**src/rtl/core/cfq_pkg.sv**
```systemverilog
// ----------------------------------------------------------------------------
// cfq_pkg
// Shared types and codes for the circular FIFO queue: request op codes,
// result status codes and the command/status bundles between the controller
// and the datapath.
// ----------------------------------------------------------------------------
package cfq_pkg;

  localparam logic [1:0] OP_ENQ  = 2'd0;
  localparam logic [1:0] OP_DEQ  = 2'd1;
  localparam logic [1:0] OP_PEEK = 2'd2;
  localparam logic [1:0] OP_SHOW = 2'd3;

  localparam logic [1:0] ST_OK    = 2'd0;
  localparam logic [1:0] ST_FULL  = 2'd1;
  localparam logic [1:0] ST_EMPTY = 2'd2;

  typedef struct packed {
    logic       push;       // write data_in at the tail
    logic       pop;        // advance the head
    logic       rd_head;    // read the entry at the head
    logic       rd_walk;    // read the entry at the walk pointer and advance it
    logic       walk_load;  // start a display walk behind the head
    logic       emit;       // present a result next cycle
    logic       echo;       // result word is data_in rather than zero
    logic [1:0] status;
    logic       last;
  } dp_cmd_t;

  typedef struct packed {
    logic empty;
    logic full;
    logic one_held;   // exactly one entry held
    logic walk_last;  // the walk pointer sits on the newest entry
  } dp_stat_t;

endpackage

```
**src/rtl/core/cfq_ctrl.sv**
```systemverilog
// ----------------------------------------------------------------------------
// cfq_ctrl
// Controller for the circular FIFO queue. Decodes each request and steps a
// display walk over the held entries, one entry per cycle.
// ----------------------------------------------------------------------------
module cfq_ctrl
  import cfq_pkg::*;
(
  input  logic       clk,
  input  logic       rst_n,
  input  logic       start,
  input  logic [1:0] in_op,
  input  dp_stat_t   stat,
  output dp_cmd_t    cmd,
  output logic       busy
);

  localparam logic S_IDLE = 1'b0;
  localparam logic S_SHOW = 1'b1;

  logic state_r;
  logic state_nxt;

  always_ff @(posedge clk) begin
    if (!rst_n) begin
      state_r <= S_IDLE;
    end else begin
      state_r <= state_nxt;
    end
  end

  always_comb begin
    cmd       = '0;
    state_nxt = state_r;
    busy      = 1'b0;
    case (state_r)
      S_IDLE: begin
        if (start) begin
          cmd.emit = 1'b1;
          cmd.last = 1'b1;
          case (in_op)
            OP_ENQ: begin
              cmd.echo = 1'b1;
              if (stat.full) begin
                cmd.status = ST_FULL;
              end else begin
                cmd.push   = 1'b1;
                cmd.status = ST_OK;
              end
            end
            OP_DEQ, OP_PEEK: begin
              if (stat.empty) begin
                cmd.status = ST_EMPTY;
              end else begin
                cmd.rd_head = 1'b1;
                cmd.pop     = (in_op == OP_DEQ);
                cmd.status  = ST_OK;
              end
            end
            default: begin
              if (stat.empty) begin
                cmd.status = ST_EMPTY;
              end else begin
                cmd.rd_head   = 1'b1;
                cmd.walk_load = 1'b1;
                cmd.status    = ST_OK;
                cmd.last      = stat.one_held;
                if (!stat.one_held) begin
                  state_nxt = S_SHOW;
                end
              end
            end
          endcase
        end
      end
      S_SHOW: begin
        busy        = 1'b1;
        cmd.emit    = 1'b1;
        cmd.rd_walk = 1'b1;
        cmd.status  = ST_OK;
        cmd.last    = stat.walk_last;
        if (stat.walk_last) begin
          state_nxt = S_IDLE;
        end
      end
      default: begin
        state_nxt = S_IDLE;
      end
    endcase
  end

endmodule

```
**src/rtl/core/cfq_datapath.sv**
```systemverilog
// ----------------------------------------------------------------------------
// cfq_datapath
// Datapath of the circular FIFO queue: entry memory, head/tail pointers,
// held count, display walk pointer and the registered result.
// ----------------------------------------------------------------------------
module cfq_datapath
  import cfq_pkg::*;
#(
  parameter int DEPTH = 8
) (
  input  logic               clk,
  input  logic               rst_n,
  input  dp_cmd_t            cmd,
  input  logic signed [31:0] data_in,
  output dp_stat_t           stat,
  output logic               out_valid,
  output logic signed [31:0] data_out,
  output logic [1:0]         status,
  output logic               last
);

  localparam int AW = (DEPTH > 1) ? $clog2(DEPTH) : 1;
  localparam int CW = $clog2(DEPTH + 1);
  localparam logic [AW-1:0] PTR_MAX  = AW'(DEPTH - 1);
  localparam logic [CW-1:0] CNT_FULL = CW'(DEPTH);
  localparam logic [CW-1:0] CNT_ONE  = CW'(1);

  logic signed [31:0] mem [DEPTH];

  logic [AW-1:0]      head_r;
  logic [AW-1:0]      tail_r;
  logic [AW-1:0]      pos_r;
  logic [CW-1:0]      count_r;
  logic [CW-1:0]      rem_r;
  logic signed [31:0] rd_data_r;
  logic signed [31:0] word_r;
  logic               sel_mem_r;
  logic               out_valid_r;
  logic [1:0]         status_r;
  logic               last_r;
  logic [AW-1:0]      rd_addr;

  function automatic logic [AW-1:0] next_ptr(input logic [AW-1:0] p);
    return (p == PTR_MAX) ? '0 : p + AW'(1);
  endfunction

  assign rd_addr = cmd.rd_walk ? pos_r : head_r;

  always_ff @(posedge clk) begin
    if (cmd.push) begin
      mem[tail_r] <= data_in;
    end
    if (cmd.rd_head || cmd.rd_walk) begin
      rd_data_r <= mem[rd_addr];
    end
  end

  always_ff @(posedge clk) begin
    if (!rst_n) begin
      head_r  <= '0;
      tail_r  <= '0;
      count_r <= '0;
    end else begin
      if (cmd.push) begin
        tail_r  <= next_ptr(tail_r);
        count_r <= count_r + CW'(1);
      end else if (cmd.pop) begin
        head_r  <= next_ptr(head_r);
        count_r <= count_r - CW'(1);
      end
    end
  end

  // The walk starts one entry behind the head, since the head itself is
  // read in the accepting cycle.
  always_ff @(posedge clk) begin
    if (!rst_n) begin
      pos_r <= '0;
      rem_r <= '0;
    end else if (cmd.walk_load) begin
      pos_r <= next_ptr(head_r);
      rem_r <= count_r - CW'(1);
    end else if (cmd.rd_walk) begin
      pos_r <= next_ptr(pos_r);
      rem_r <= rem_r - CW'(1);
    end
  end

  always_ff @(posedge clk) begin
    if (!rst_n) begin
      out_valid_r <= 1'b0;
    end else begin
      out_valid_r <= cmd.emit;
    end
  end

  always_ff @(posedge clk) begin
    if (cmd.emit) begin
      sel_mem_r <= cmd.rd_head || cmd.rd_walk;
      word_r    <= cmd.echo ? data_in : '0;
      status_r  <= cmd.status;
      last_r    <= cmd.last;
    end
  end

  assign stat.empty     = (count_r == '0);
  assign stat.full      = (count_r == CNT_FULL);
  assign stat.one_held  = (count_r == CNT_ONE);
  assign stat.walk_last = (rem_r == CNT_ONE);

  assign out_valid = out_valid_r;
  assign data_out  = sel_mem_r ? rd_data_r : word_r;
  assign status    = status_r;
  assign last      = last_r;

endmodule

```
**src/rtl/core/circular_fifo_queue.sv**
```systemverilog
// ----------------------------------------------------------------------------
// circular_fifo_queue
// Ring-buffer FIFO of DEPTH signed 32-bit words with enqueue, dequeue, peek
// and display requests.
// ----------------------------------------------------------------------------
// Usage:
//   A request is taken at a rising edge with start high and busy low; in_op
//   selects enqueue, dequeue, peek or display, in_data_in is the word to
//   enqueue. Each result appears for one cycle with out_valid high, carrying
//   out_data_out, out_status (ok, full, empty) and out_last on the final
//   result of the request.
//   Enqueue, dequeue and peek give one result in the cycle after the request
//   and keep busy low, so a new request is taken every cycle.
//   Display of N held entries gives N results in consecutive cycles, one
//   memory read per entry, starting the cycle after the request; busy is
//   high for the walk after the first entry, so no new request is taken
//   until the walk ends. Display of an empty queue gives one result.
//   The receiver cannot stall: every result is taken in its cycle.
//   Reset empties the queue and clears the head and tail pointers; the
//   memory contents are left as they are and are never read unwritten.
// ----------------------------------------------------------------------------
module circular_fifo_queue
  import cfq_pkg::*;
#(
  parameter int DEPTH = 8
) (
  input  logic               clk,
  input  logic               rst_n,
  input  logic               start,
  output logic               busy,
  input  logic [1:0]         in_op,
  input  logic signed [31:0] in_data_in,
  output logic               out_valid,
  output logic signed [31:0] out_data_out,
  output logic [1:0]         out_status,
  output logic               out_last
);

  dp_cmd_t  cmd;
  dp_stat_t stat;

  cfq_ctrl u_ctrl (
    .clk   (clk),
    .rst_n (rst_n),
    .start (start),
    .in_op (in_op),
    .stat  (stat),
    .cmd   (cmd),
    .busy  (busy)
  );

  cfq_datapath #(
    .DEPTH (DEPTH)
  ) u_datapath (
    .clk       (clk),
    .rst_n     (rst_n),
    .cmd       (cmd),
    .data_in   (in_data_in),
    .stat      (stat),
    .out_valid (out_valid),
    .data_out  (out_data_out),
    .status    (out_status),
    .last      (out_last)
  );

endmodule

```
**config.mk**
```make
export PLATFORM = sky130hd
export DESIGN_NAME = circular_fifo_queue
export DESIGN_NICKNAME = d
export VERILOG_FILES = /design/src/rtl/core/cfq_pkg.sv /design/src/rtl/core/cfq_ctrl.sv /design/src/rtl/core/cfq_datapath.sv /design/src/rtl/core/circular_fifo_queue.sv
export SDC_FILE = /design/constraint.sdc
export NUM_CORES = 1
export LEC_CHECK = 0
export ABC_CLOCK_PERIOD_IN_PS = 10650
export BUFFER_PORTS_ARGS = -buffer_cell sky130_fd_sc_hd__buf_2
export CAP_MARGIN = 10
export CORE_UTILIZATION = 29
export CTS_CLUSTER_DIAMETER = 200
export CTS_CLUSTER_SIZE = 40
export DETAILED_ROUTE_END_ITERATION = 10
export PLACE_DENSITY = 0.43
export REMOVE_ABC_BUFFERS = 1
export SETUP_SLACK_MARGIN = 0.4
export SLEW_MARGIN = 5
export SYNTH_ARGS = -nofsm -noshare
export SYNTH_HDL_FRONTEND = slang
export SYNTH_SLANG_ARGS = --single-unit
export TNS_END_PERCENT = 10
```
**constraint.sdc**
```tcl
create_clock -name clk -period 10.65 [get_ports clk]
set_input_delay 2.13 -clock clk [delete_from_list [all_inputs] [get_ports clk]]
set_output_delay 2.13 -clock clk [all_outputs]
set_load 0.01 [all_outputs]
```
* After elaboration in Yosys (flattened, before gate mapping) *
Memory sizes are Yosys's and may differ from the RTL's. A register that Yosys moved wholly into a read port is not among the register bits.
Index checks and enable logic that the tools add are counted.

operators by class
  muxes and demuxes = 40
  eq/ne operators = 8
  bitwise logic cells = 2
  $add $sub $neg = 6
  reduce and logical (&&, ||, !) cells = 8

operators with widths
  cell                                                                   count
  32-bit 2-to-1 mux                                                      1
  3-bit 2-to-1 mux                                                       8
  1-bit 2-to-1 mux                                                       19
  4-bit 2-to-1 mux                                                       4
  3-bit by 1-bit adder with 3-bit output, second input constant          3
  3-bit equality test, second input constant                             3
  4-bit by 1-bit equality test with 1-bit output, second input constant  2
  4-bit by 1-bit subtractor with 4-bit output, second input constant     2
  2-bit 2-to-1 mux                                                       3
  6-bit 2-to-1 mux                                                       1
  1-bit case mux with 2 select lines                                     3
  3-bit case mux with 2 select lines                                     1
  4-bit by 1-bit adder with 4-bit output, second input constant          1
  4-bit equality test, second input constant                             1
  4-bit logical NOT                                                      1
  2-bit nonzero test                                                     2
  3-bit OR reduction                                                     1
  2-bit by 1-bit equality test with 1-bit output, second input constant  1
  2-bit equality test, second input constant                             1
  2-bit logical NOT                                                      1
  1-bit NOT                                                              2
  2-bit AND reduction                                                    1
  2-bit OR reduction                                                     1
  1-bit logical OR                                                       1

storage, ports and cells
  memory bits (writable) = 256
  word-level logic and storage cells = 76
  register bits = 55
  input bits = 37
  memories kept = 1

memories
  memory          depth  bits a word  read ports  clocked after memory_dff  write ports  RTL line            source
  u_datapath.mem  8      32           1           1                         1            cfq_datapath.sv:28  logic signed [31:0] mem [DEPTH];

* Depth between registers and ports, before layout *
  depth after elaboration = 7
  mapped depth = 7
  depth with buffers taken out = 6

* By module *
Synthesis repeated with hierarchy kept, for this count alone.

unflattened totals
  cell total of the unflattened synthesis = 1123
  area, all modules = 14505.2 µm²

by module, submodules not included
  module        cells an instance  times used  area an instance (µm²)  seq. area each (µm²)
  cfq_datapath  1098               1           14293.7                 10089.7
  cfq_ctrl      25                 1           211.5                   20.0

* Least setup slack after synthesis *
OpenSTA, ideal clock, no wires.

  kind = in2reg
  start = in in_op[1]
  end = mem u_datapath.mem[0][0], enable pin
  path slack = 4214 ps
  data arrival time = 5935 ps
  cell stages on the path = 6
  path buffers = 1
  setup time = 501 ps
  path through = inv_1 -> ha_1 -> and3b_1 -> buf_2 -> nand2_1 -> nor4_1

between the ends
  longest elaborated chain between the ends = 6

RTL lines
  element                                 RTL line                   source
  from (decl)                             circular_fifo_queue.sv:31  input logic [1:0] in_op,
  2-bit logical NOT                       cfq_ctrl.sv:41             case (in_op)
  1-bit 2-to-1 mux                        cfq_ctrl.sv:41
  3-bit 2-to-1 mux                        cfq_ctrl.sv:38             if (start) begin
  3-bit 2-to-1 mux                        cfq_ctrl.sv:36             case (state_r)
  1-bit 2-to-1 mux                        cfq_datapath.sv:50         if (cmd.push) begin
  1-bit 2-to-1 mux (implied by the code)  cfq_datapath.sv:51         mem[tail_r] <= data_in;
  to (decl)                               cfq_datapath.sv:28

No other way between the ends.

* Worst setup path in the final report *
  start = reg u_datapath.sel_mem_r
  end = out out_data_out[5]

between the ends
  longest elaborated chain between the ends = 1

RTL lines
  element                 RTL line                   source
  from (decl)             cfq_datapath.sv:37         logic sel_mem_r;
  from (signal assigned)  cfq_datapath.sv:99         sel_mem_r <= cmd.rd_head || cmd.rd_walk;
  32-bit 2-to-1 mux       cfq_datapath.sv:112        assign data_out = sel_mem_r ? rd_data_r : word_r;
  to (decl)               circular_fifo_queue.sv:34  output logic signed [31:0] out_data_out,

No other way between the ends.

==> impl_results.md <==
- Hold_ws: about 0.53 ns
- Non-filler instance count after layout: ~1.7k
- Post-layout nets: between 1k and 1.5k
- Avg Cell Area, Syn: approximately 14 um^2
- Cell Area, Placed: 0.0157 mm^2
- Top cells by area, synth: edfxtp_1, mux2i_1, nor2b_1
- Layout cells sized above 1: 0.152
- Num Clock Sinks: between 300 and 400
- Power Total: 2.26 mW
- FFs w/ async S/R, synth: 0
- Hold Vio Cnt, Final: 0
- Clk_skew: about 0.029 ns
- Register Area: between 0.01 and 0.015 mm^2
- HP Start: u_datapath.rem_r[0]
- Flops & latches, synth: between 300 and 400
- Mapped Cells: about 1k
- CP Capture Type: output port
- Setup Buffers After CTS: 0
- Internal power: between 1.5 and 2 mW
- Reg2Reg Setup Slack: 7.08 ns
- Fin crit share: 0.409
- Worst setup path class: flip-flop to output port
- Aggregate global routing overflow: 0
- DP Worst Slack: between 5 and 6 ns
- Synth top area share: 0.666
- Io pins: 74
- DRT Wirelength: between 30 and 40 mm
- DRC Markers: 0
- Clk slew on worst S/H paths: approximately 0.15 ns
- Worst R2R Start: u_datapath.pos_r[0]
- Drt pass-1 iters: 5
- Worst setup SP type: flip-flop
- Buffers added on ports: 73
- Clock buffer count from CTS: 12
- Worst-Margin Slew: 1.13 ns
- Clock root cell: clkbuf_16
- Minimum clock period: ~4.4 ns
- Path depth of the worst reg2reg path: 7
- H-tree level count: 1
- Max Clock Freq: approximately 0.23 GHz
- Clk_lat worst skew: ~0.53 ns
- Hold path endpoint: u_datapath.rem_r[0]
- Row cnt: 81
- Total GRT Usage: 0.133
- Die H: around 230 um
- Worst Path Required: ~8.5 ns
- YS warnings: 0
- P_sw: ~500 uW
- Synth area leader: edfxtp_1
- Number of nets still failing antenna checks after routing: 0
- Register area share after synthesis: 0.692
- Vias: between 8k and 9k
- RSZ-0062 raised after global routing: no
- Deepest clock path buffer count: 3
- CTS tree: done
- Worst setup margin: 6.29 ns
- Routability congestion estimate: 0.692
- Largest net degree at the start of global routing: between 70 and 80
- Vias in the first global route: about 8k
- Comb pwr share: 0.058
- Status: finished, final reports clean
- Area of the core: around 0.049 mm^2
- Hold Path Cell Cnt: 2
- Synth cell types: just over 50
- Max-cap check violation count: 0
- DIE AREA: ~0.051 mm^2
- # diodes: 0
- Drt wl/cell: ~20 um
- Initial core utilization: 0.296
- P_leak: between 5 and 6 nW
- Synth cell count leaders: edfxtp_1, nor2_1, mux2i_1
- Initial detailed-routing violation count: 628
- # fillers: around 4.9k
- Syn Std Cell Area: between 0.01 and 0.015 mm^2
- Final Instance Area: approximately 0.016 mm^2
- Setup tns final: 0 ns
- Slew Limit Fails: 0
- Hold Crit Class: flip-flop to flip-flop
- EDFF count, synth: around 320
- Rel. slew slack: 0.243
- Sequential share of power: 0.664
- Net Sw Frac: 0.217
- Hold buffers post-CTS: 0
- Multi-input logic area: between 0.004 and 0.005 mm^2
- Most common flop cell mapped by yosys: edfxtp_1
- Arrival time worst endpoint: 2.23 ns
- Worst VDD drop: 0.0000897 V
- R2r endpoint: u_datapath.rd_data_r[9]
- Post-CTS Resized: 0
- Crit Path Max Fanout: 25
- Endpoints failing setup: 0
- # placed instances: approximately 1.7k
- Initial antenna violation count: 1
- Final HPWL DP: around 19 mm
- Die X: 226 um
- Power Dens Cells: 141 mW/mm^2
- Most frequent cell after synthesis: edfxtp_1
- Final design utilization: 0.327
- First-pass GRT wire length: 51.2 mm
- Vias per cell: about 4.7
- Clock share of power: 0.279
- Layout area overhead: 10.2%
-- power groups by stage --
stage	clock [mW]	combinational, mW	sequential, mW
after floorplan	0	0.0676	1.54
after CTS	0.661	0.135	1.50
after global placement	0	0.134	1.53
after detailed placement	0	0.135	1.53
after global routing	0.698	0.145	1.50
final	0.631	0.130	1.50
-- routing by layer --
| metal | up-vias | global-route usage | part of all wire |
|---|---|---|---|
| li1 | 3929 | - | - |
| met2 | 104 | 0.226 | 0.48 |
| met4 | 2 | 0.0218 | 0.010 |
| met1 | 4038 | 0.184 | 0.48 |
| met5 | - | 0 | 0.00027 |
| met3 | 23 | 0.0159 | 0.034 |
-- final cells by class --
cell class                 count  area share
sequential                   343       0.628
inverter                      10     0.00233
clock buffer                  15      0.0207
multi-input combinational    601       0.263
timing repair buffer          94      0.0325
clock inverter                 1     0.00101
tap                          664      0.0516
-- cells in the final DEF, fill, tap and decap left out, types with 3 or more instances in the layout --
master     count
o22a_1        32
o31ai_1       33
o21ai_1        4
inv_1          9
edfxtp_1     324
nor2_4         3
ha_1          15
nor3b_1        3
nand2_1       13
nor3_2         4
buf_4         21
a21oi_1       36
mux2i_1       67
nor2b_1       66
nand3b_1       5
and2_1        33
xnor2_1        4
clkbuf_16     13
o22ai_1       65
nor3_1         3
a31oi_1        3
mux2_2        33
or2_2          3
o21ai_0       30
buf_2         73
nand2b_1      36
nor2_1        79
dfxtp_1       17
-- how the worst max path moves through the flow --
stage,startpoint,to,slack [ns],depth (start not counted)
2_1_floorplan,u_datapath.pos_r[0],u_datapath.rd_data_r[0],1.52,4
3_3_place_gp,in_op[1],u_datapath.mem[7][18],5.99,7
3_5_place_dp,in_op[1],u_datapath.mem[7][18],5.94,7
4_1_cts,u_datapath.sel_mem_r,out_data_out[3],6.18,3
5_1_grt,u_datapath.sel_mem_r,out_data_out[3],6.09,3
6_report,u_datapath.sel_mem_r,out_data_out[5],6.29,3
-- worst max-delay path, cell delays in order (launching register included) --
cell      delay (ns)
edfxtp_1        0.64
buf_4           0.51
mux2_2          0.39
buf_2           0.14
-- flip-flops by register name, indices dropped and copies added, names as in the netlist, 2 cells and up --
register,cells
u_datapath.mem,256
u_datapath.rem_r,4
u_datapath.status,2
u_datapath.rd_data_r,32
u_datapath.head_r,3
u_datapath.word_r,32
u_datapath.count_r,4
u_datapath.pos_r,3
u_datapath.tail_r,3
-- cell families (layout without fill, tap and decap cells) --
logic type               count (synthesis)  count (layout)  synth area share
AO/OA/AOI/OAI                          217             217            0.0983
multiplexers                           101             101            0.0721
buffers and inverters                   76             120            0.0230
adder cells (fa/ha/maj)                 15              15            0.0129
XOR/XNOR                                 5               5           0.00300
flip-flops                             343             343             0.692
AND/OR/NAND/NOR                        263             263            0.0984
(Power assumes the default switching activity.)
